`config.mk`:
```
export PLATFORM = sky130hd
export DESIGN_NAME = tea_half_round
export DESIGN_NICKNAME = d
export VERILOG_FILES = /design/src/tea_pkg.sv /design/src/tea_half_round.sv
export SDC_FILE = /design/constraint.sdc
export NUM_CORES = 1
export LEC_CHECK = 0
export CAP_MARGIN = 5
export CORE_MARGIN = 5
export CORE_UTILIZATION = 61
export CTS_CLUSTER_SIZE = 10
export DETAILED_ROUTE_END_ITERATION = 8
export DONT_BUFFER_PORTS = 1
export PLACE_DENSITY = 0.85
export SLEW_MARGIN = 40
export SYNTH_ARGS = -nofsm -noshare
export SYNTH_HDL_FRONTEND = slang
export SYNTH_SLANG_ARGS = --single-unit
```
`constraint.sdc`:
```
create_clock -name clock -period 5.5 [get_ports clock]
set_clock_uncertainty 0.05 [all_clocks]
set_input_delay 0.825 -clock clock [delete_from_list [all_inputs] [get_ports clock]]
set_output_delay 0.825 -clock clock [all_outputs]
set_load 0.005 [all_outputs]
```
`src/tea_pkg.sv`:
```
`timescale 1ns / 1ps
`default_nettype none

package tea_pkg;

   localparam int WORD_WIDTH = 32;
   localparam int CSR_INDEX_WIDTH = 2;

   // Golden-ratio constant added to the running sum once per round.
   localparam logic [WORD_WIDTH-1:0] DELTA = 32'h9E3779B9;

   localparam logic FUNC_ENCRYPT = 1'b0;
   localparam logic FUNC_DECRYPT = 1'b1;

   localparam logic [CSR_INDEX_WIDTH-1:0] KEY_WORD_0_INDEX = 2'd0;
   localparam logic [CSR_INDEX_WIDTH-1:0] KEY_WORD_1_INDEX = 2'd1;
   localparam logic [CSR_INDEX_WIDTH-1:0] KEY_WORD_2_INDEX = 2'd2;
   localparam logic [CSR_INDEX_WIDTH-1:0] KEY_WORD_3_INDEX = 2'd3;

   typedef struct packed {
      logic                  func;
      logic [WORD_WIDTH-1:0] a;
      logic [WORD_WIDTH-1:0] b;
   } item_type;

   typedef struct packed {
      logic [WORD_WIDTH-1:0] k0;
      logic [WORD_WIDTH-1:0] k1;
      logic [WORD_WIDTH-1:0] k2;
      logic [WORD_WIDTH-1:0] k3;
   } key_type;

   function automatic logic [WORD_WIDTH-1:0] mix_half(
      input logic [WORD_WIDTH-1:0] w,
      input logic [WORD_WIDTH-1:0] sum,
      input logic [WORD_WIDTH-1:0] ka,
      input logic [WORD_WIDTH-1:0] kb
   );
      mix_half = ((w << 4) + ka) ^ (w + sum) ^ ((w >> 5) + kb);
   endfunction

endpackage

`default_nettype wire

```
`src/tea_half_round.sv`:
```
`timescale 1ns / 1ps
`default_nettype none

module tea_half_round #(
   parameter logic        ODD_HALF = 1'b0,
   parameter logic [31:0] ENC_SUM  = 32'h0,
   parameter logic [31:0] DEC_SUM  = 32'h0
) (
   input  wire               clock,
   input  wire               reset,
   input  tea_pkg::key_type  key,
   input  wire               up_valid,
   input  tea_pkg::item_type up_item,
   output logic              up_ready,
   output logic              down_valid,
   output tea_pkg::item_type down_item,
   input  wire               down_ready
);

   logic              valid_ff;
   logic              valid_in;
   tea_pkg::item_type item_ff;
   tea_pkg::item_type item_in;

   logic        decrypt;
   logic        update_a;
   logic [31:0] sum;
   logic [31:0] mix;

   // The stage may take a new item when it is empty or its item moves on.
   assign up_ready = !valid_ff || down_ready;

   always_comb begin
      decrypt  = (up_item.func == tea_pkg::FUNC_DECRYPT);
      sum      = decrypt ? DEC_SUM : ENC_SUM;
      // Decryption runs the two halves of each round in reverse order.
      update_a = ODD_HALF ? decrypt : !decrypt;
      if (update_a) begin
         mix = tea_pkg::mix_half(up_item.b, sum, key.k0, key.k1);
      end else begin
         mix = tea_pkg::mix_half(up_item.a, sum, key.k2, key.k3);
      end
      item_in = up_item;
      if (update_a) begin
         item_in.a = decrypt ? up_item.a - mix : up_item.a + mix;
      end else begin
         item_in.b = decrypt ? up_item.b - mix : up_item.b + mix;
      end
      valid_in = up_ready ? up_valid : valid_ff;
   end

   always_ff @(posedge clock) begin
      if (reset) begin
         valid_ff <= 1'b0;
      end else begin
         valid_ff <= valid_in;
      end
   end

   always_ff @(posedge clock) begin
      if (up_ready && up_valid) begin
         item_ff <= item_in;
      end
   end

   assign down_valid = valid_ff;
   assign down_item  = item_ff;

endmodule

`default_nettype wire

```
# Word-level counts from Yosys, hierarchy flattened
# Cells that the tools add are included.
totals:
  regBits: 66
  input_bits: 197
  out_inout_bits: 67
classes:
  mux: 3
  add_sub_neg: 6
  n_reduce_logical: 3
  bitwise: 4
ops:
  columns: ["op", "n"]
  rows:
  - ["32-bit bitwise XOR", 4]
  - ["32-bit adder", 3]
  - ["32-bit 2-to-1 mux", 3]
  - ["27-bit by 32-bit adder with 32-bit output", 2]
  - ["32-bit subtractor", 1]
  - ["1-bit logical AND", 1]
  - ["1-bit logical NOT", 1]
  - ["1-bit logical OR", 1]

# Depth between registers and ports, before layout
logic_depth:
  depth_word: 6
  ltp_mapped: 26

# Worst setup path after synthesis
# No wires, ideal clock.
synth_timing:
  path_type: "input-to-reg"
  from: "input port key[100] in the netlist's numbering"
  to: "register item_ff, in the netlist down_item[31], data pin"
  arrival_time_ns: 5.667
  cell_stages: 23
  setup_slack_ns: -0.480
  setup_ns: 0.263
  n_path_buf: 0
  cell_sequence: "ha_1 -> fa_1 -> a21o_1 -> a21o_1 -> a21o_1 -> a41o_1 -> a221o_1 -> a221oi_4 -> o21ai_0 -> xnor2_1 -> xnor2_1 -> o21ai_0 -> inv_1 -> ha_1 -> nand4_1 -> or3_1 -> o21ai_0 -> nand4_1 -> a31o_2 -> o21ai_0 -> xnor2_1 -> mux2i_1 -> xor2_1"
synth_rtl:
  columns: ["element", "line_no", "text"]
  rows:
  - ["from (decl)", "tea_half_round.sv:11", "input tea_pkg::key_type key,"]
  - ["to (signal assigned)", "tea_half_round.sv:62", "item_ff <= item_in;"]
  - ["to (decl)", "tea_half_round.sv:22", "tea_pkg::item_type item_ff;"]

==> impl_metrics.yaml <==
timing:
  slew_headroom: 0.5645
  rsz0062_at_grt: "true"
  max_freq_ghz: 0.1833
  hold_violations: 0
  min_period_ps: 5455
  worst_slack_ps: 45.27
  setup_violations: 0
  tns_ps: 0
  timing.final.crit_share: 0.9918
  worst_pin_slew_ps: 649.4
  drv_slew: 0
  whs_ps: 509.3
setup_path:
  path_delay_family: "compound AO/OA/AOI/OAI gates"
  critPathMaxStageDelay_ps: 410
  cpMaxStageDelayCell: "a221o_1"
  cp_common_cell: "a21o_1"
  worst_setup_path_end_kind: "register"
  path_cells: "ha_4, fa_2, a21o_1, a21o_1, a21o_1, a41o_1, a221o_1, a221oi_4, o21ai_2, xnor2_1, xnor2_1, o21ai_1, buf_4, ha_1, a21o_1, a21o_1, a21oi_1, nand2_1, o21a_1, o21ai_2, o21ai_1, xnor2_1, mux2i_1, xnor2_1"
  critPathKind: "in2reg"
  critPathArrivalTime_ps: 5500
  critPathBufInv: 1
  start_kind: "input pin"
  crit_path_max_fanout: 4
  worstPathRequired_ps: 5540
min_path:
  min_path_type: "in2reg"
synth:
  yosysSeqAreaShare: 0.1582
  synth_seq_cells: 66
  ys_top_cells_by_area: "ha_1, xnor2_1, edfxtp_1"
  mappedNetlistArea_mm2: 0.01247
  synth_cells: 1511
  synth.most_common_cell: "xnor2_1"
  syn_area_per_cell_um2: 8.251
  synthDominantCellAreaShare: 0.1746
  synth_top_area_cell: "ha_1"
  synth_common_cells: "xnor2_1, ha_1, a21oi_1, nand2_1, o21ai_0"
  syn-num-nets: 1888
  synth_edf_count: 65
  synth_flop_cell: "edfxtp_1"
  yosysUniqueCellTypes: 65
  ys.warnings.count: 0
  async_flop_share: 0
route:
  finalWirelength_mm: 39.32
  drtPass1Iterations: 5
  drt-initial-drc-count: 719
  ant_nets: 0
  vias: 12080
  drc_errors: 0
  viasPerCell: 6.247
  wl_per_cell_um: 20.34
power:
  p_leak_nw: 6.443
  seqPwrFrac: 0.164
  powerDensity_mw_per_mm2: 339.2
  p_int_mw: 2.840
  switchingPower_mw: 2.064
  share_comb_of_total_power: 0.720
  p_sw_frac: 0.4208
  ir_drop_uv: 224.3
  p_clk_frac: 0.116
placed_design:
  dp_hpwl_mm: 32.00
  port-buffer-count: 0
  dpl_worst_slack_ps: -344.5
  place_congestion: 0.9623
  place_area_mm2: 0.01394
floorplan:
  start_util: 0.6181
  die_area_mm2: 0.02340
  die_w_um: 153.0
  coreArea_mm2: 0.02017
  fp.dieH_um: 153.0
  io_pins: 264
  num_rows: 52
global_route:
  grt_overflow: 0
  grt_pass1_vias: 11920
  grt_util_all_layers: 0.3169
  grt_first_pass_wirelength_mm: 60.60
  antenna_found_initial: 0
  grt_max_degree: 157
clock_network:
  cts_made_buffers: 9
  cts_tree: "done"
  clkSlewWorstSetupHoldPaths_ps: 60
  clock_path_buffers: 2
  insertion_delay_ps: 330
  cts_root_buf: "clkbuf_16"
  cts.sink_count: 66
  cts_max_level: 3
  hold_buffers: 0
layout:
  area_growth_pct: 15.96
  final_area_mm2: 0.01446
  drive_above_1_share: 0.1545
  diodes: 0
  nets: 2036
run_status:
  status: "complete, no violations"
flow_run:
  max_cap_violations: 0
[power groups by stage]
stage / Combinational (mW) / Clock (mW) / Sequential [mW]
finish: 3.53 / 0.570 / 0.805
global route: 3.86 / 0.596 / 0.814
CTS: 3.40 / 0.574 / 0.808
detailed placement: 3.37 / 0 / 0.816
global placement: 3.30 / 0 / 0.816
floorplan: 2.41 / 0 / 0.781
[through the flow]
step	cells	power (mW)	util
after floorplan	1511	3.187	-
after global placement	1914	4.120	0.6913
after detailed placement	1914	4.187	0.6913
after CTS	1929	4.784	0.7049
after global routing	1933	5.274	0.7167
final	1933	4.904	0.7167
[sequential cells by signal, summed over array words and instances, names as in the netlist]
register and cells:
down_item 65, down_valid 1
[cell usage in the layout (no fill, tap or decap), types with 5 or more instances in the layout]
cell	instances
o21bai_1	20
mux2_2	32
ha_1	171
nand3_1	30
nand3b_1	5
nand2_1	111
nand4_1	19
inv_1	61
xor2_1	51
o31ai_1	13
o211ai_1	6
a21oi_1	127
o21a_1	26
nand2b_1	24
clkbuf_16	9
and2_1	10
a21oi_2	11
fa_1	5
nor4_1	5
a211oi_1	13
o21ai_1	9
nor2_1	74
a31oi_1	15
and3_1	12
edfxtp_1	65
nor2b_1	14
mux2i_1	8
buf_4	163
o21ai_0	96
nor3_1	17
xnor2_1	229
a21o_1	107
or3_1	5
[timing repair]
item                                    CTS  global route
gates resized for setup                   0            46
endpoints found under the setup margin    0            19
buffers inserted                          0             4
[layout make-up]
| cell class | count | area, um2 |
|---|---|---|
| Inverter | 62 | 232.7 |
| Clock inverter | 5 | 46.29 |
| Timing Repair Buffer | 163 | 1224 |
| Clock buffer | 10 | 229.0 |
| Multi-Input combinational cell | 1357 | 10420 |
| Sequential cell | 66 | 1972 |
| Tap cell | 270 | 337.8 |
| Fill cell | 1584 | 5713 |
[per-layer routing]
layer  GRT usage  wire [um]
met1      0.3575      15210
met2      0.5621      18980
met3     0.08086       3162
met4      0.1443       1969
met5           0          0
[worst paths after layout]
kind                             end  slack (ps)                     from  depth (start not counted)
max          down_item[63]$_DFFE_PP_          50                 key[100]                         24
min          down_valid$_SDFFE_PP0N_         510                    reset                          1
max reg2reg  down_item[50]$_DFFE_PP_        3660  down_valid$_SDFFE_PP0N_                          3
min reg2reg  down_valid$_SDFFE_PP0N_         540  down_valid$_SDFFE_PP0N_                          2
[kinds of logic (layout without fill, tap and decap cells)]
group	count (synthesis)	after routing	share of synthesized area
AOI/OAI and AO/OA	507	507	0.2610
xor gates and xnor gates	285	285	0.2013
adders and majority gates	180	180	0.1843
buffers and inverters	88	240	0.02649
DFF	66	66	0.1582
muxes	40	40	0.03533
and+or+nand+nor	345	345	0.1334
Note: power is estimated with default switching activity, not from simulation.
